$ cat config.mk
export PLATFORM = sky130hd
export DESIGN_NAME = lmf_queue
export DESIGN_NICKNAME = d
export VERILOG_FILES = /design/src/hw/rtl/lmf_pkg.sv /design/src/hw/rtl/lmf_queue.sv
export SDC_FILE = /design/constraint.sdc
export NUM_CORES = 1
export LEC_CHECK = 0
export BUFFER_PORTS_ARGS = -buffer_cell sky130_fd_sc_hd__buf_2
export CAP_MARGIN = 40
export CORE_UTILIZATION = 39
export CTS_CLUSTER_SIZE = 12
export DETAILED_ROUTE_END_ITERATION = 10
export SLEW_MARGIN = 15
export SYNTH_ARGS = -nofsm -noshare
export SYNTH_HDL_FRONTEND = slang
export SYNTH_SLANG_ARGS = --single-unit
$ cat constraint.sdc
create_clock -name clk -period 2.35 [get_ports clk]
set_input_delay 0.235 -clock clk [delete_from_list [all_inputs] [get_ports clk]]
set_output_delay 0.235 -clock clk [all_outputs]
set_load 0.05 [all_outputs]
$ cat src/hw/rtl/lmf_pkg.sv
// Shared types and constants for the LED matrix frame buffer.
package lmf_pkg;

	// Field widths
	localparam int MODE_W  = 3;
	localparam int CH_W    = 8;
	localparam int RGB_W   = 3 * CH_W;
	localparam int COORD_W = 4;
	localparam int ADDR_W  = 8;

	// Command modes as they arrive on the input channel
	localparam logic [MODE_W-1:0] MODE_SET       = 3'd0;
	localparam logic [MODE_W-1:0] MODE_CLEAR     = 3'd1;
	localparam logic [MODE_W-1:0] MODE_FILL_ALL  = 3'd2;
	localparam logic [MODE_W-1:0] MODE_CLEAR_ALL = 3'd3;
	localparam logic [MODE_W-1:0] MODE_RECT      = 3'd4;
	localparam logic [MODE_W-1:0] MODE_REFRESH   = 3'd5;

	// Operations handed to the back end
	localparam logic OP_DRAW    = 1'b0;
	localparam logic OP_REFRESH = 1'b1;

	// Command queue sizing
	localparam int QDEPTH = 4;
	localparam int QPTR_W = 2;
	localparam int QCNT_W = 3;

	// Normalized command: a clipped rectangle to paint, or a row to scan out
	typedef struct packed {
		logic               op;
		logic [COORD_W-1:0] x0;
		logic [COORD_W-1:0] y0;
		logic [COORD_W-1:0] x1;
		logic [COORD_W-1:0] y1;
		logic [RGB_W-1:0]   rgb;
	} cmd_t;

endpackage

$ cat src/hw/rtl/lmf_queue.sv
// Short command queue between the front end and the drawing engine.
module lmf_queue (
	input  logic                        clk,
	input  logic                        arst_n,
	input  logic                        push_valid,
	output logic                        push_ready,
	input  lmf_pkg::cmd_t               push_cmd,
	output logic                        pop_valid,
	input  logic                        pop_ready,
	output lmf_pkg::cmd_t               pop_cmd,
	output logic [lmf_pkg::QCNT_W-1:0]  count
);

	localparam int PW = lmf_pkg::QPTR_W;
	localparam int NW = lmf_pkg::QCNT_W;

	lmf_pkg::cmd_t   entries_q [lmf_pkg::QDEPTH];
	logic [PW-1:0]   wr_ptr_q;
	logic [PW-1:0]   rd_ptr_q;
	logic [NW-1:0]   count_q;
	logic            do_push;
	logic            do_pop;

	assign push_ready = count_q < NW'(lmf_pkg::QDEPTH);
	assign pop_valid  = count_q != '0;
	assign pop_cmd    = entries_q[rd_ptr_q];
	assign count      = count_q;
	assign do_push    = push_valid && push_ready;
	assign do_pop     = pop_valid && pop_ready;

	// Advance pointers and occupancy
	always_ff @(posedge clk or negedge arst_n) begin
		if (!arst_n) begin
			wr_ptr_q <= '0;
			rd_ptr_q <= '0;
			count_q  <= '0;
		end else begin
			if (do_push) begin
				wr_ptr_q <= wr_ptr_q + PW'(1);
			end
			if (do_pop) begin
				rd_ptr_q <= rd_ptr_q + PW'(1);
			end
			case ({do_push, do_pop})
				2'b10:   count_q <= count_q + NW'(1);
				2'b01:   count_q <= count_q - NW'(1);
				default: count_q <= count_q;
			endcase
		end
	end

	// Store the pushed word
	always_ff @(posedge clk) begin
		if (do_push) begin
			entries_q[wr_ptr_q] <= push_cmd;
		end
	end

endmodule

== Word-level counts from Yosys, hierarchy flattened ==
Memories as Yosys holds them, arrays and structs flattened.
Index checks and enable logic that the tools add are counted.

* Flip-flop bits (word level): 7
* Memory bits (writable): 164
* Bits of input ports: 45
* Memories: 1

{| class="wikitable"
|+ Memories
! name !! depth !! bits a word !! rd ports !! clocked after memory_dff !! write ports !! RTL line !! source
|-
| entries_q || 4 || 41 || 1 || 0 || 1 || lmf_queue.sv:17 || <nowiki>lmf_pkg::cmd_t entries_q [lmf_pkg::QDEPTH];</nowiki>
|}

* Add/subtract/negate cells: 4
* Magnitude comparators: 1
* Equal/unequal tests: 2
* Muxes and demuxes: 3
* Reduce and logical (&&, ||, !) cells: 4

{| class="wikitable"
|+ Operators by type and width
! kind !! number
|-
| 3-bit one-hot mux with 2 select lines || 1
|-
| 2-bit by 1-bit adder with 2-bit output (second input constant) || 2
|-
| 3-bit by 1-bit adder with 3-bit output (second input constant) || 1
|-
| 3-bit < comparator (second input constant) || 1
|-
| 3-bit nonzero test || 1
|-
| 3-bit by 1-bit subtractor with 3-bit output (second input constant) || 1
|-
| 2-bit by 1-bit equality test with 1-bit output (second input constant) || 1
|-
| 2-bit equality test (second input constant) || 1
|-
| 1-bit logical AND || 2
|-
| 1-bit two-way mux || 2
|-
| 2-bit nonzero test || 1
|}

== Logic depth before layout (Yosys ltp) ==
* Word-level depth: 4
* Depth in mapped cells: 9
* Depth with buffers taken out: 8

== Worst setup path before layout ==
OpenSTA, ideal clock, no wires.

* Kind: reg2reg
* Start point: reg count_q[2] (netlist: count[2])
* End point: mem entries_q[0][0] (netlist bit), enable pin
* Library setup time: 402 ps
* Arrival time: 1,990 ps
* Data required time: 1,948 ps
* Path slack: -43 ps
* Stages on the path, launching flop included: 4
* Path buffers: 1
* Cells stage by stage: dfrtp_1 nor2b_1 clkbuf_1 and2_1

* Cells in the longest elaborated chain, start to end: 4

{| class="wikitable"
|+ RTL lines
! item !! RTL line !! source
|-
| start: declaration || lmf_queue.sv:20 || <nowiki>logic [NW-1:0] count_q;</nowiki>
|-
| start signal: assignment || lmf_queue.sv:45 || <nowiki>2'b10: count_q <= count_q + NW'(1);</nowiki>
|-
| start signal: assignment || lmf_queue.sv:46 || <nowiki>2'b01: count_q <= count_q - NW'(1);</nowiki>
|-
| start signal: assignment || lmf_queue.sv:47 || <nowiki>default: count_q <= count_q;</nowiki>
|-
| 3-bit < comparator || lmf_queue.sv:24 || <nowiki>assign push_ready = count_q < NW'(lmf_pkg::QDEPTH);</nowiki>
|-
| 1-bit logical AND || lmf_queue.sv:28 || <nowiki>assign do_push = push_valid && push_ready;</nowiki>
|-
| 1-bit two-way mux || lmf_queue.sv:54 || <nowiki>if (do_push) begin</nowiki>
|-
| 1-bit two-way mux (not written as such) || lmf_queue.sv:55 || <nowiki>entries_q[wr_ptr_q] <= push_cmd;</nowiki>
|-
| end: declaration || lmf_queue.sv:17 ||
|}

No other way between the ends.

==> flow_summary_export.csv <==
group,metric,value,unit
outcome,outcome,"finished clean",
global_route,grt_pass1_vias,3088,
layout,nNetsFinal,418,
critical_path,cp_slowest_stage_delay,0.58,ns
yosys,syn_avg_cell_area,25.1,sq um
global_route,grt_util_all_layers,0.149,
power_and_ir_drop,p_sw_frac,0.377,
drt,drt_iter0_markers,268,
drt,vias,2908,
placed_design,port_buffers,90,
die,die_y,130,microns
yosys,synth_top_flop_cell,"edfxtp_1",
timing,fin_skew,0.0101,ns
flow_run,cap_violations,0,
yosys,yosys.cell_types.count,21,
power_and_ir_drop,p_leak,2.73,nW
cts,clk-insertion-delay-late,0.42,ns
placed_design,placed_area,7210,sq um
critical_path,slowest_stage,"mux4_1",
critical_path,path_cells,"buf_12, mux4_1, buf_2",
die,row_count,46,
power_and_ir_drop,seqPwrFrac,0.365,
layout,area_delta_synth_final,22.6,%
placed_design,hpwl,7220,microns
yosys,ys_ff_latch,171,
yosys,synthAdderAreaFrac,0.0129,
drt,ant_nets,0,
cts,clk_path_buf_depth,2,
yosys,synth-async-reset-ratio,0.0409,
cts,root_buffer,"clkbuf_16",
critical_path,cp-start-kind,"register",
drt,viasPerCell,4.87,
yosys,synth_cells,254,
layout,final_area,7830,sq um
timing,setup-tns-final,0,ns
die,start_util,0.401,
yosys,ys_top_cells_by_count,"edfxtp_1 (164), mux4_2 (38), dfrtp_1 (7), inv_1 (7), ha_1 (5)",
timing,tightest_slew,0.464,ns
yosys,synth.most_common_cell,"edfxtp_1",
critical_path,endpoint_kind,"output pin",
cts,cts.clk_slew.worst_paths,0.06,ns
critical_path,worstPathArrival,1.92,ns
cts,cts_max_level,4,
layout,finalNonFillerCells,597,
timing,fin_crit_sh,0.917,
yosys,yosysSeqAreaShare,0.799,
yosys,synth_edf_count,164,
timing,max_freq,0.464,GHz
yosys,synthTopCellsByArea,"edfxtp_1 (77%), mux4_2 (13%), dfrtp_1 (2.7%)",
yosys,synth_compound_area_frac,0.00216,
drt,drtPass1Iterations,4,
yosys,synth-xor-area-share,0.00823,
global_route,grt-ovfl-total,0,
power_and_ir_drop,internal_power,6.80,mW
timing,slew_viol_final,0,
placed_design,placed_cells_incl_taps,561,
yosys,synth_top_cell_by_area,"edfxtp_1",
timing,final_hold_viol_count,0,
power_and_ir_drop,p_clk_frac,0.246,
global_route,grt_max_degree,29,
yosys,synth_simple_gate_area_frac,0.00745,
timing,slew_headroom,0.690,
timing,finalWorstSetupSlack,0.196,ns
die,die_x,130,microns
drt,routed_wl,11500,microns
yosys,synth_top_family_by_area,"multiplexers",
yosys,synth.top_cell.area_share,0.771,
cts,tritoncts,"yes",
yosys,synthesis.area,6390,sq um
timing,min_period,2.15,ns
die,die-area,16900,sq um
placed_design,place_ws,0.460,ns
drt,drc,0,
global_route,grt_pass1_wl,17600,microns
power_and_ir_drop,peakVddDrop,0.908,mV
timing,rsz0062_at_grt,"no",
critical_path,cp.required,2.12,ns
cts,cts.sinks,171,
layout,layout-drive-gt1-share,0.468,
min_path,hp-class,"in -> reg",
drt,post_drt_wl_per_cell,19.2,microns
placed_design,gp_congestion,0.643,
global_route,antenna_found_initial,1,
power_and_ir_drop,comb_power_share,0.390,
critical_path,setup.worst_path.class,"reg -> out",
yosys,synth_warnings,0,
die,io-pin-count,91,
die,core_area,15900,sq um
power_and_ir_drop,powerDensity,1390,nW/um^2
yosys,synthMuxAreaShare,0.148,
yosys,syn_nets,305,
critical_path,cp_max_fo,19,
power_and_ir_drop,power_switching,4.11,mW
timing,setup_viol,0,
cts,numCtsBuffers,17,
[state kept, by name (all words and copies together), names as in the netlist]
register   flops
entries_q    164
count          3
rd_ptr_q       2
wr_ptr_q       2
[cell usage in the layout (no fill, tap or decap), drive strengths merged, types with 2 or more instances in the layout]
cell type,instances
clkinv,5
mux4,41
inv,10
buf,104
xnor2,4
and2,4
nand2,2
ha,5
dfrtp,7
clkbuf,24
edfxtp,164
xor2,2
[through the flow]
step	utilization	power, mW	hold slack, ns
5_1_grt	0.491	11.4	0.0129
4_1_cts	0.491	11.1	0.00393
3_5_place_dp	0.452	8.35	0.0898
2_1_floorplan	-	7.38	-0.0606
6_report	0.491	10.9	0.0237
3_3_place_gp	0.452	8.30	0.0864
[timing repair]
action / in CTS / in global routing
setup endpoints to repair: 2 / 0
setup buffers: 2 / 0
endpoints found under the hold margin: 7 / 0
resized for setup: 0 / 0
hold buffers: 1 / 0
[layout make-up]
class / count / area, sq um
Fill cell: 1296 / 8120
Sequential cell: 171 / 5100
Multi-Input combinational cell: 65 / 1150
Timing Repair Buffer: 105 / 691
Clock buffer: 24 / 536
Tap cell: 216 / 270
Clock inverter: 8 / 51.3
Inverter: 7 / 26.3
Antenna cell: 1 / 2.50
[power groups by stage]
stage                     clock [mW]  combinational, mW  sequential [mW]
after global placement             0               4.23             4.06
after detailed placement           0               4.26             4.09
final                           2.68               4.25             3.98
after floorplan                    0               3.31             4.08
after CTS                       2.75               4.33             3.99
after global routing            2.88               4.50             4.02
[layer usage]
layer,part of all wire,track usage
met1,0.43,0.183
met2,0.50,0.242
met3,0.055,0.0484
met4,0.014,0.0657
met5,0,0
[worst paths after layout]
| kind | from | to | slack (ns) | cells past startpoint |
|---|---|---|---|---|
| setup reg to reg | count[2] | entries_q[2][7] | 0.50 | 3 |
| min in group asynchronous | arst_n | wr_ptr_q[0] | 0.18 | 2 |
| setup / recovery | rd_ptr_q[0] | pop_cmd[1] | 0.20 | 3 |
| max in group asynchronous | arst_n | rd_ptr_q[0] | 1.98 | 2 |
| hold reg to reg | count[0] | count[0] | 0.54 | 1 |
| hold / removal | push_cmd[23] | entries_q[2][23] | 0.02 | 1 |
[worst max-delay path, delay by kind of cell, from the launching register on]
family                 cells  cell delay [ns]
buffers and inverters      2             0.44
multiplexers               1             0.58
flip-flops                 1             0.47
[cells by family after synthesis]
logic type / Yosys count
AND/OR/NAND/NOR: 9
XOR/XNOR: 6
flip-flops: 171
multiplexers: 42
AO/OA/AOI/OAI: 2
adder cells (fa/ha/maj): 6
buffers and inverters: 18
Note: power is estimated with default switching activity, not from simulation.
