--- src/hw/rtl/lmf_pkg.sv ---
// Shared types and constants for the LED matrix frame buffer.
package lmf_pkg;

	// Field widths
	localparam int MODE_W  = 3;
	localparam int CH_W    = 8;
	localparam int RGB_W   = 3 * CH_W;
	localparam int COORD_W = 4;
	localparam int ADDR_W  = 8;

	// Command modes as they arrive on the input channel
	localparam logic [MODE_W-1:0] MODE_SET       = 3'd0;
	localparam logic [MODE_W-1:0] MODE_CLEAR     = 3'd1;
	localparam logic [MODE_W-1:0] MODE_FILL_ALL  = 3'd2;
	localparam logic [MODE_W-1:0] MODE_CLEAR_ALL = 3'd3;
	localparam logic [MODE_W-1:0] MODE_RECT      = 3'd4;
	localparam logic [MODE_W-1:0] MODE_REFRESH   = 3'd5;

	// Operations handed to the back end
	localparam logic OP_DRAW    = 1'b0;
	localparam logic OP_REFRESH = 1'b1;

	// Command queue sizing
	localparam int QDEPTH = 4;
	localparam int QPTR_W = 2;
	localparam int QCNT_W = 3;

	// Normalized command: a clipped rectangle to paint, or a row to scan out
	typedef struct packed {
		logic               op;
		logic [COORD_W-1:0] x0;
		logic [COORD_W-1:0] y0;
		logic [COORD_W-1:0] x1;
		logic [COORD_W-1:0] y1;
		logic [RGB_W-1:0]   rgb;
	} cmd_t;

endpackage

--- src/hw/rtl/lmf_front.sv ---
// Front end: accepts command words, clips and classifies them, drops no-ops.
module lmf_front #(
	parameter int WIDTH  = 16,
	parameter int HEIGHT = 16
) (
	input  logic                        clk,
	input  logic                        arst_n,
	input  logic                        in_valid,
	output logic                        in_ready,
	input  logic [lmf_pkg::MODE_W-1:0]  mode,
	input  logic [lmf_pkg::CH_W-1:0]    x_start,
	input  logic [lmf_pkg::CH_W-1:0]    y_start,
	input  logic [lmf_pkg::CH_W-1:0]    x_end,
	input  logic [lmf_pkg::CH_W-1:0]    y_end,
	input  logic [lmf_pkg::CH_W-1:0]    red_in,
	input  logic [lmf_pkg::CH_W-1:0]    green_in,
	input  logic [lmf_pkg::CH_W-1:0]    blue_in,
	output logic                        push_valid,
	input  logic                        push_ready,
	output lmf_pkg::cmd_t               push_cmd
);

	localparam int CW = lmf_pkg::COORD_W;
	localparam int DW = lmf_pkg::CH_W;
	localparam logic [DW-1:0] XMAX = DW'(WIDTH - 1);
	localparam logic [DW-1:0] YMAX = DW'(HEIGHT - 1);

	logic [DW-1:0]           xe_clip;
	logic [DW-1:0]           ye_clip;
	logic [lmf_pkg::RGB_W-1:0] rgb;
	logic                    keep;
	lmf_pkg::cmd_t           cmd;
	logic                    valid_s1;
	lmf_pkg::cmd_t           cmd_s1;

	// Clip the rectangle corner to the matrix
	assign xe_clip = (x_end > XMAX) ? XMAX : x_end;
	assign ye_clip = (y_end > YMAX) ? YMAX : y_end;
	assign rgb     = {red_in, green_in, blue_in};

	// Turn each mode into a rectangle paint or a row scan; flag the ones that do nothing
	always_comb begin
		keep       = 1'b0;
		cmd.op     = lmf_pkg::OP_DRAW;
		cmd.x0     = x_start[CW-1:0];
		cmd.y0     = y_start[CW-1:0];
		cmd.x1     = x_start[CW-1:0];
		cmd.y1     = y_start[CW-1:0];
		cmd.rgb    = rgb;
		unique case (mode) inside
			lmf_pkg::MODE_SET, lmf_pkg::MODE_CLEAR: begin
				keep = (x_start <= XMAX) && (y_start <= YMAX);
				if (mode == lmf_pkg::MODE_CLEAR) begin
					cmd.rgb = '0;
				end
			end
			lmf_pkg::MODE_FILL_ALL, lmf_pkg::MODE_CLEAR_ALL: begin
				keep   = 1'b1;
				cmd.x0 = '0;
				cmd.y0 = '0;
				cmd.x1 = XMAX[CW-1:0];
				cmd.y1 = YMAX[CW-1:0];
				if (mode == lmf_pkg::MODE_CLEAR_ALL) begin
					cmd.rgb = '0;
				end
			end
			lmf_pkg::MODE_RECT: begin
				keep   = (x_start <= xe_clip) && (y_start <= ye_clip);
				cmd.x1 = xe_clip[CW-1:0];
				cmd.y1 = ye_clip[CW-1:0];
			end
			lmf_pkg::MODE_REFRESH: begin
				keep   = (y_start <= YMAX);
				cmd.op = lmf_pkg::OP_REFRESH;
			end
			default: begin
				keep = 1'b0;
			end
		endcase
	end

	// Hold one classified word until the queue takes it
	assign in_ready = !valid_s1 || push_ready;

	always_ff @(posedge clk or negedge arst_n) begin
		if (!arst_n) begin
			valid_s1 <= 1'b0;
		end else if (in_valid && in_ready) begin
			valid_s1 <= keep;
		end else if (push_ready) begin
			valid_s1 <= 1'b0;
		end
	end

	always_ff @(posedge clk) begin
		if (in_valid && in_ready) begin
			cmd_s1 <= cmd;
		end
	end

	assign push_valid = valid_s1;
	assign push_cmd   = cmd_s1;

endmodule

--- config.mk ---
export PLATFORM = sky130hd
export DESIGN_NAME = lmf_front
export DESIGN_NICKNAME = d
export VERILOG_FILES = /design/src/hw/rtl/lmf_pkg.sv /design/src/hw/rtl/lmf_front.sv
export SDC_FILE = /design/constraint.sdc
export NUM_CORES = 1
export LEC_CHECK = 0
export BUFFER_PORTS_ARGS = -buffer_cell sky130_fd_sc_hd__buf_2
export CAP_MARGIN = 20
export CORE_MARGIN = 2
export CORE_UTILIZATION = 49
export CTS_CLUSTER_DIAMETER = 50
export CTS_CLUSTER_SIZE = 14
export DETAILED_ROUTE_END_ITERATION = 6
export GPL_ROUTABILITY_DRIVEN = 0
export PLACE_DENSITY = 0.92
export SLEW_MARGIN = 20
export SYNTH_ARGS = -nofsm -noshare
export SYNTH_HDL_FRONTEND = slang
export SYNTH_SLANG_ARGS = --single-unit
--- constraint.sdc ---
create_clock -name clk -period 4.2 [get_ports clk]
set_input_delay 0.84 -clock clk [delete_from_list [all_inputs] [get_ports clk]]
set_output_delay 0.84 -clock clk [all_outputs]
set_load 0.005 [all_outputs]
# Word level (Yosys, flattened, before mapping)
# Index checks and enable logic that the tools add are counted.
[word_totals] ff_bits=42 latchBits=0 mem_bits_rw=0 mem_bits_ro=0 output_inout_bits=43 word_cells=37 memories=0
[op_classes] add_sub_neg=0 multipliers=0 div=0 order_cmp=6 n_eq_ne=5 shift=0 n_mux=10 bitwise=0 n_reduce_logical=9
[ops] op="2-to-1 mux 24 bit" count=2
[ops] op="one-hot mux 24 bit (2 select lines)" count=1
[ops] op="greater-than comparator 8 x 4 -> 1 bit, second input constant" count=2
[ops] op="less-or-equal comparator 8 x 4 -> 1 bit, second input constant" count=2
[ops] op="less-or-equal comparator 8 bit" count=2
[ops] op="2-to-1 mux 8 bit" count=2
[ops] op="one-hot mux 8 bit (2 select lines)" count=1
[ops] op="== test 3 x 2 -> 1 bit, second input constant" count=2
[ops] op="== test 3 bit, second input constant" count=2
[ops] op="one-hot mux 1 bit (4 select lines)" count=1
[ops] op="OR reduction 2 bit" count=2
[ops] op="== test 3 x 1 -> 1 bit, second input constant" count=1
[ops] op="logical AND 1 bit" count=3
[ops] op="logical NOT 3 bit" count=1
[ops] op="2-to-1 mux 1 bit" count=3
[ops] op="nonzero test 2 bit" count=1
[ops] op="logical NOT 1 bit" count=1
[ops] op="logical OR 1 bit" count=1

# Depth between registers and ports, before layout
# Gate-level depths: netlist of run 1.
[logic_depth] ltp_word=6 mapped_depth=9

# Least setup slack after synthesis of run 1
# Ideal clock, no wire load.
[synth_path] path_kind="input to register" start="in y_end[7] in the netlist's numbering" end="reg valid_s1, in the netlist push_valid" arrival_time_ps=2356 required_ps=4080 setup_slack_ps=1724 cell_stages=8 n_path_buf=0 cell_sequence="or4_4 -> nor2_1 -> inv_1 -> ha_1 -> nand4_1 -> nor2b_1 -> a211oi_2 -> a31o_1"
[synth_between] elab_chain_cells=6
[synth_rtl] item="start: declaration" line="lmf_front.sv:14" source="input logic [lmf_pkg::CH_W-1:0] y_end,"
[synth_rtl] item="greater-than comparator 8 x 4 -> 1 bit" line="lmf_front.sv:38" source="assign ye_clip = (y_end > YMAX) ? YMAX : y_end;"
[synth_rtl] item="2-to-1 mux 8 bit *" line="lmf_front.sv:38"
[synth_rtl] item="less-or-equal comparator 8 bit *" line="lmf_front.sv:68" source="keep = (x_start <= xe_clip) && (y_start <= ye_clip);"
[synth_rtl] item="logical AND 1 bit *" line="lmf_front.sv:68"
[synth_rtl] item="one-hot mux 1 bit (4 select lines) *" line="lmf_front.sv:50" source="unique case (mode) inside"
[synth_rtl] item="2-to-1 mux 1 bit *" line="lmf_front.sv:88" source="end else if (in_valid && in_ready) begin"
[synth_rtl] item="end signal: assignment" line="lmf_front.sv:89" source="valid_s1 <= keep;"
[synth_rtl] item="end: declaration" line="lmf_front.sv:33" source="logic valid_s1;"
# Mark *: on every way between the ends. The rest lies on a longest branch, timed or not.
# A chain may end at the register's enable or synchronous reset.

# Worst setup path after layout of run 1
# Ends and elaborated chain as after synthesis.

==> reports/metrics.yaml, run 1 <==
final_layout:
  antenna_cells: 0
  finish.utilization: 0.682
  drive_gt1_frac: 0.440
  final_common_cell: "buf_2"
  fin_nets: 361
  multiInputGateArea_um2: 837
  fillerInstances: 309
  seq_area_um2: 1260
  instances_no_fill: 332
  mostFrequentLayoutCells: "buf_2, edfxtp_1, and2_1"
  final_cell_area_um2: 2790
  area_growth_pct: 31.0
power:
  max-vdd-ir-drop_uv: 135
  leakagePower_nw: 1.29
  power_density_nw_per_um2: 319
  totalPowerFinal_uw: 889
timing:
  rsz0062_at_grt: "false"
  holdWs_ns: 0.309
  setup_tns_ns: 0
  slew_violations: 0
  finClkSkew_ns: 0.00211
  fin_crit_ns: 2.38
  worst_pin_slew_ns: 0.933
  fin_ws_ns: 1.82
  hold_viol_final: 0
  fmaxAchievable_ghz: 0.421
  period_share: 0.565
  setup_violations: 0
  slew_headroom: 0.378
global_route:
  grt_max_degree: 42
  grt_pass1_vias: 1476
  antenna_found_initial: 0
  grt_usage: 0.183
  grt_pass1_wl_um: 7000
  overflow: 0
run_status:
  status: "finished clean"
floorplanning:
  ios: 106
  start_util: 0.521
  die_w_um: 69.9
  core-area_um2: 4090
  die_h_um: 69.9
  die_area_um2: 4880
  std_cell_rows: 23
worst_setup_path:
  timing.rr.end: "push_cmd[10]"
  cp.required_ns: 4.43
  arrival_ns: 2.61
  ff2ff_path_depth: 2
  end_kind: "register"
  r2r-start: "push_valid"
  cp_max_fo: 4
  path_class: "input pin to register"
  rrSetupSlack_ns: 2.54
  startpoint_type: "input pin"
cts:
  cts_tree: "done"
  htreeDepth: 2
  clock_path_buffers: 2
  clkTransAtPathRegs_ns: 0.08
  cts_buffers: 5
  hold_buffers: 0
  clockRootBuffer: "clkbuf_8"
  clk_latency_ns: 0.29
  cts_setup_buffers: 0
  cts_sinks: 42
  ctsResizeCount: 0
logic_synthesis:
  syn_area_um2: 2130
  avgSynthCellArea_um2: 12.7
  synth_edf_count: 41
  ys_seq_elements: 42
  syn_inst: 168
  yosysWarnings: 0
  ys_seq_area_frac: 0.591
  synth_ff_type: "edfxtp_1"
  async_flop_share: 0.0238
  yosys.cell_types.count: 27
place:
  dp.cells: 325
  placed_cell_area_um2: 2710
  post-dp-hpwl_um: 3430
  pre_cts_ws_ns: 1.50
  numPortBuffers: 105
route:
  drc: 0
  routed_wl_um: 4500
  vias: 1632
  drt-initial-drc-count: 97
  route.detailed.wl_per_inst_um: 13.6
  vias_per_cell: 4.92
  ant_nets: 0
  dr.pass1.iters: 4
run:
  drv_cap: 0
worst_hold_path:
  hp-class: "input pin to async pin"
==> sequential cells by signal, indices dropped and copies added (netlist names) <==
| signal | flops |
|---|---|
| push_valid | 1 |
| push_cmd | 41 |
==> layout make-up <==
cell class,count,share of cell area
clock inverters,2,0.00359
repair buffers,105,0.189
well taps,50,0.0225
multi-input cells,121,0.300
flip-flops and latches,42,0.451
inverters,7,0.00943
clock buffers,5,0.0247
==> worst max path at each step <==
| stage | start | end | slack (ns) | depth (start not counted) |
|---|---|---|---|---|
| after floorplan | y_end[7] | push_valid | 1.72 | 8 |
| after global placement | y_end[7] | push_valid | 1.54 | 9 |
| after detailed placement | y_end[7] | push_valid | 1.50 | 8 |
| after CTS | y_end[7] | push_valid | 1.81 | 8 |
| after global routing | y_end[7] | push_valid | 1.72 | 8 |
| final | y_end[7] | push_valid | 1.82 | 8 |
==> synth_stat cells, types with 3 or more instances <==
cell type / number / area [um^2]
edfxtp_1: 41 / 1230
o21ai_0: 4 / 20.0
nor2_1: 10 / 37.5
and2_1: 33 / 206
nand4_1: 3 / 18.8
o211ai_2: 8 / 100
ha_1: 16 / 200
inv_1: 7 / 26.3
a21oi_1: 10 / 50.1
nand2b_1: 3 / 18.8
nand2_1: 13 / 48.8
==> metal layers <==
metal	global-route usage	vias to the layer above	part of all wire	wire length, um
met3	0.0375	10	0.074	333
met5	0	-	0	0
met4	0.0748	0	0.023	104
met1	0.225	720	0.41	1870
li1	-	825	-	-
met2	0.313	77	0.49	2200
==> worst max-delay path, cell delays in order <==
cell	delay, ns
buf_2	0.09
or4_4	0.54
nor2_1	0.19
ha_1	0.29
a21oi_1	0.15
o21ai_0	0.12
a211oi_2	0.22
a31o_1	0.16
==> report_power, final <==
group / total, mW / internal (mW) / switching (mW)
clock: 0.243 / 0.112 / 0.131
sequential: 0.506 / 0.499 / 0.00720
combinational: 0.141 / 0.0695 / 0.0714
==> cells by family after synthesis <==
kind of cell,count (synthesis),synth area share
DFF,42,0.591
buffers and inverters,12,0.0288
AOI/OAI and AO/OA,26,0.0977
and+or+nand+nor,71,0.187
other,1,0.00176
adders and majority gates,16,0.0941
(Power assumes the default switching activity.)
==> run 2: changes to the inputs <==
- CORE_UTILIZATION: 49 -> 46
- PLACE_DENSITY: 0.92 -> 0.87
- clock period: 4.2 -> 2.5 ns (I/O delays scaled with it)
==> reports/metrics.yaml, run 2 (synthesis gave the netlist of run 1 again) <==
cts:
  clock_path_buffers: 2  # unchanged
  htreeDepth: 2  # unchanged
  clockRootBuffer: "clkbuf_8"
  clk_latency_ns: 0.29  # about the same
  cts_setup_buffers: 0  # unchanged
  clkTransAtPathRegs_ns: 0.08  # about the same
  cts_buffers: 5  # unchanged
  hold_buffers: 1  # +1
  cts_tree: "done"
  ctsResizeCount: 0  # unchanged
  cts_sinks: 42  # unchanged
timing:
  setup_violations: 0  # unchanged
  worst_pin_slew_ns: 0.783  # -0.149 ns
  fin_crit_ns: 2.09
  period_share: 0.837
  rsz0062_at_grt: "false"
  fmaxAchievable_ghz: 0.478
  slew_violations: 0  # unchanged
  hold_viol_final: 0  # unchanged
  holdWs_ns: 0.484  # +0.176 ns
  setup_tns_ns: 0  # unchanged
  finClkSkew_ns: 0.00578  # +0.00367 ns
  slew_headroom: 0.478  # +0.0996
power:
  max-vdd-ir-drop_uv: 252  # +87%
  p_int_mw: 1.15  # +69%
  switchingPower_uw: 362  # +73%
  power.share.sequential: 0.561  # -0.008
  sw_frac_of_total: 0.239  # +0.00344
  combPwrFrac: 0.162  # +0.004
  totalPowerFinal_mw: 1.51  # +70%
  p_clk_frac: 0.278  # +0.005
  leakagePower_nw: 1.30  # +0.87%
  power_density_nw_per_um2: 535  # +68%
route:
  drt-initial-drc-count: 86  # -11%
  drc: 0  # unchanged
  routed_wl_um: 4440  # -1.4%
  route.detailed.wl_per_inst_um: 13.2  # -2.9%
  vias: 1660  # +1.7%
  dr.pass1.iters: 5  # +1
  vias_per_cell: 4.93  # +0.21%
  ant_nets: 0  # unchanged
worst_setup_path:
  arrival_ns: 2.28  # -0.33 ns
  cp.required_ns: 2.69  # -1.74 ns
  cp_max_fo: 4  # unchanged
  end_kind: "register"
  startpoint_type: "input pin"
  path_class: "input pin to register"
global_route:
  antenna_found_initial: 0  # unchanged
  overflow: 0  # unchanged
  grt_pass1_vias: 1602  # +8.5%
  grt_usage: 0.175  # -0.00784
  grt_max_degree: 26  # -38%
  grt_pass1_wl_um: 7000  # +0.10%
final_layout:
  largest_register_ffs: 41  # unchanged
  area_growth_pct: 32.8
  mostFrequentLayoutCells: "buf_2, edfxtp_1, and2_1"
  fin_nets: 363  # +0.55%
  final_common_cell: "buf_2"
  antenna_cells: 0  # unchanged
  finish.utilization: 0.640  # -0.0419
  drive_gt1_frac: 0.439  # -0.00112
floorplanning:
  start_util: 0.482  # -0.0387
  std_cell_rows: 24  # +4.3%
  core-area_um2: 4410  # +8.0%
  ios: 106  # unchanged
  die_area_um2: 5180  # +6.1%
  die_h_um: 72  # +3.0%
  die_w_um: 72  # +3.0%
place:
  post-dp-hpwl_um: 3430  # about the same
  numPortBuffers: 105  # unchanged
worst_hold_path:
  hp-class: "input pin to register"
run_status:
  status: "finished clean"
run:
  drv_cap: 0  # unchanged
==> run 2: cell types whose count changed in the layout (fill, tap and decap cells not counted), sizes merged <==
cell,change
buf,+1
clkinvlp,+1
dlygate4sd3,+1
==> run 2: per-stage QoR <==
stage	setup slack, ns	cell area [um^2]	instances
after detailed placement	0.106	2730	328
final	0.406	2830	337
after floorplan	0.364	2150	175
after global routing	0.324	2830	337
after CTS	0.416	2830	337
after global placement	0.176	2730	328
==> run 2: final timing paths <==
path,startpoint,endpoint,slack [ns],depth (start not counted)
setup / recovery,y_end[7],push_valid,0.41,9
min in group asynchronous,arst_n,push_valid,0.52,2
max in group asynchronous,arst_n,push_valid,1.90,2
setup reg to reg,push_valid,push_cmd[30],1.02,3
hold reg to reg,push_valid,push_valid,0.65,3
hold / removal,blue_in[0],push_cmd[0],0.48,2
==> run 2: critical path, cell delays in order <==
cell,delay [ns]
buf_2,0.09
or4_4,0.55
nor2_1,0.19
inv_1,0.07
ha_1,0.27
nand4_1,0.12
nor2b_1,0.16
a211oi_2,0.08
a31o_1,0.25
==> run 2: final cells by class <==
type	count	area, um^2
clock inverters	3	16.3
clock buffers	5	68.8
flip-flops and latches	42	1260
well taps	52	65.1
multi-input cells	121	837
inverters	7	26.3
repair buffers	107	556
fillers	345	1590
==> run 2: routing by layer <==
layer  vias to the layer above  global-route usage  wire, um
li1                        831                   -         -
met1                       731               0.208      1870
met2                        90               0.305      2090
met3                         8              0.0500       404
met4                         0              0.0608        70
met5                         -                   0         0
==> run 2: power by group through the flow <==
stage / Combinational, mW / Sequential (mW) / Clock (mW)
after floorplan: 0.108 / 0.874 / 0
after global placement: 0.236 / 0.862 / 0
after detailed placement: 0.245 / 0.865 / 0
after CTS: 0.247 / 0.849 / 0.428
after global routing: 0.276 / 0.852 / 0.459
final: 0.244 / 0.848 / 0.420
==> run 3: changes to the inputs <==
- ABC_AREA: default -> 1
- CORE_UTILIZATION: 46 -> 42
- PLACE_DENSITY: 0.87 -> 0.84
- clock period: 2.5 -> 1.88 ns (I/O delays scaled with it)
==> reports/metrics.yaml, run 3 <==
run_status:
  status: "finished clean"
place:
  pre_cts_ws_ns: -0.143  # -0.249 ns
  post-dp-hpwl_um: 3750  # +9.4%
  placed_cell_area_um2: 2890  # +5.7%
  dp.cells: 400  # +22%
  numPortBuffers: 105  # unchanged
power:
  totalPowerFinal_mw: 2.00  # +32%
  max-vdd-ir-drop_uv: 279  # +11%
  leakagePower_nw: 1.53  # +17%
  power_density_nw_per_um2: 667  # +24%
global_route:
  antenna_found_initial: 0  # unchanged
  overflow: 0  # unchanged
  grt_pass1_vias: 1847  # +15%
  grt_use_met2: 0.305  # +0.000830
  grt_max_degree: 42  # +62%
  grt_busiest_layer: "met2"
  grtUsageMet1: 0.175  # -0.0329
  grt_usage: 0.166  # -0.00854
  grt_pass1_wl_um: 7670  # +9.6%
  use_met3: 0.0438  # -0.00616
worst_hold_path:
  min_path_cells: 3  # +1
  hp-class: "input pin to register"
logic_synthesis:
  yosys.cell_types.count: 27  # unchanged
  yosysWarnings: 0  # unchanged
  syn_inst: 213  # +27%
  synth_edf_count: 41  # unchanged
  synth_fa_ha_area_frac: 0.0918  # -0.00232
  yosys.area.top_type: "edfxtp_1"
  ys_seq_elements: 42  # unchanged
  yosys-top-cells-area: "edfxtp_1, ha_1, nor2_1, inv_1, nand2_1"
  syn_area_um2: 2180  # +2.5%
  async_flop_share: 0.0238  # unchanged
  netlist.area_leader.share: 0.565  # -0.0143
  synth_xor_area_frac: 0  # unchanged
  avgSynthCellArea_um2: 10.2  # -19%
  yosys-top-cells-count: "nor2_1, edfxtp_1, inv_1, nand2_1, ha_1"
  synth_most_common_cell: "nor2_1"
  synth_top_family_by_area: "simple AND/OR/NAND/NOR gates"
  synth_ff_type: "edfxtp_1"
  ys_seq_area_frac: 0.576  # -0.0146
  muxShareOfSynthArea: 0  # unchanged
  synth_compound_area_frac: 0.0717  # -0.0259
  synthSimpleGateAreaFrac: 0.175  # -0.0121
timing:
  hold_viol_final: 0  # unchanged
  fin_ws_ns: 0.195  # -0.212 ns
  finClkSkew_ns: 0.00717  # +0.00139 ns
  period_share: 0.896
  setup_tns_ns: 0  # unchanged
  fin_crit_ns: 1.69
  slew_violations: 0  # unchanged
  fmaxAchievable_ghz: 0.593
  holdWs_ns: 0.306  # -0.179 ns
  setup_violations: 0  # unchanged
final_layout:
  final_cell_area_um2: 3000  # +6.3%
  antenna_cells: 0  # unchanged
  fin_nets: 417  # +15%
  area_growth_pct: 37.7
  mostFrequentLayoutCells: "buf_2, nor2_1, edfxtp_1"
  finish.utilization: 0.592  # -0.0483
  instances_no_fill: 408  # +21%
  final_common_cell: "buf_2"
  largest_register_ffs: 41  # unchanged
  drive_gt1_frac: 0.417  # -0.0214
floorplanning:
  die_area_um2: 5790  # +12%
  ios: 106  # unchanged
  start_util: 0.430  # -0.0521
  core-area_um2: 5070  # +15%
  die_h_um: 76.1  # +5.6%
  die_w_um: 76.1  # +5.6%
  std_cell_rows: 26  # +8.3%
run:
  drv_cap: 0  # unchanged
cts:
  clk_latency_ns: 0.29  # about the same
  clkTransAtPathRegs_ns: 0.07  # about the same
  cts_buffers: 5  # unchanged
  clock_path_buffers: 2  # unchanged
  htreeDepth: 2  # unchanged
  cts_tree: "done"
  cts_setup_buffers: 0  # unchanged
  cts_sinks: 42  # unchanged
  clockRootBuffer: "clkbuf_8"
route:
  vias: 1863  # +12%
  routed_wl_um: 4720  # +6.2%
  vias_per_cell: 4.57  # -7.3%
  ant_nets: 0  # unchanged
  drc: 0  # unchanged
  route.detailed.wl_per_inst_um: 11.6  # -12%
  drt-initial-drc-count: 50  # -42%
  dr.pass1.iters: 4  # -1
worst_setup_path:
  arrival_ns: 1.87  # -0.41 ns
  cp.required_ns: 2.06  # -0.63 ns
  ff2ff_path_depth: 2  # -1
  cp_max_fo: 5  # +1
  end_kind: "register"
  path_class: "input pin to register"
  startpoint_type: "input pin"
-- run 3: changes by cell type after synthesis, moves of 5 or more --
cell,previous run,this run
nor2_1,10,45
o21ai_1,0,6
and2_1,33,0
inv_1,7,37
a21oi_1,10,5
inv_2,0,7
o211ai_1,0,6
o211ai_2,8,2
nand2_1,13,23
-- run 3: final cells by class --
cell class	count	area, um^2
Inverter	44	165
Sequential cell	42	1260
Clock buffer	5	68.8
Fill cell	421	2070
Multi-Input combinational cell	131	807
Tap cell	70	87.6
Timing Repair Buffer	114	608
Clock inverter	2	10.0
-- run 3: path summary, 6_finish.rpt --
| path | from | endpoint | slack (ns) |
|---|---|---|---|
| worst max-delay path | x_end[6] | push_valid | 0.19 |
| worst min-delay path | in_valid | push_valid | 0.31 |
| worst max register to register | push_valid | push_cmd[1] | 0.68 |
| worst min register to register | push_valid | push_valid | 0.63 |
| max in group asynchronous | arst_n | push_valid | 1.39 |
| min in group asynchronous | arst_n | push_valid | 0.40 |
-- run 3: per-layer routing --
metal | up-vias | routed length [um]
met5 | - | 0
met4 | 0 | 158
met3 | 13 | 362
met2 | 86 | 2390
met1 | 825 | 1800
li1 | 939 | -
-- run 3: timing repair --
item / in CTS / in global routing
endpoints found under the setup margin: 0 / 1
gates resized for setup: 0 / 4
hold buffers: 1 / 0
endpoints found under the hold margin: 1 / 0
-- run 3: where the power goes --
group / switching [mW] / leakage [nW] / total (mW) / internal, mW
sequential: 0.0157 / 0.415 / 1.13 / 1.11
combinational: 0.188 / 1.07 / 0.351 / 0.163
clock: 0.275 / 0.0438 / 0.523 / 0.249
total: 0.478 / 1.53 / 2.00 / 1.52
-- run 3: worst max-delay path, cell delays in order --
cell and delay (ns):
buf_2 0.11, nor4_4 0.27, inv_2 0.09, or2_4 0.24, ha_1 0.17, inv_1 0.05, nand2_1 0.04, nand2_1 0.05
nand2_1 0.04, nand2_1 0.05, nand2_1 0.04, nand2_1 0.05, nand2_1 0.06, nand3_2 0.07, nand3_2 0.06, nand2_1 0.06
nand2_1 0.04
-- run 3: logic make-up (layout without fill, tap and decap cells) --
group / after synthesis / in the layout
and+or+nand+nor: 84 / 84
buffers and inverters: 47 / 165
DFF: 42 / 42
AOI/OAI and AO/OA: 23 / 23
adders and majority gates: 16 / 16
other: 1 / 8
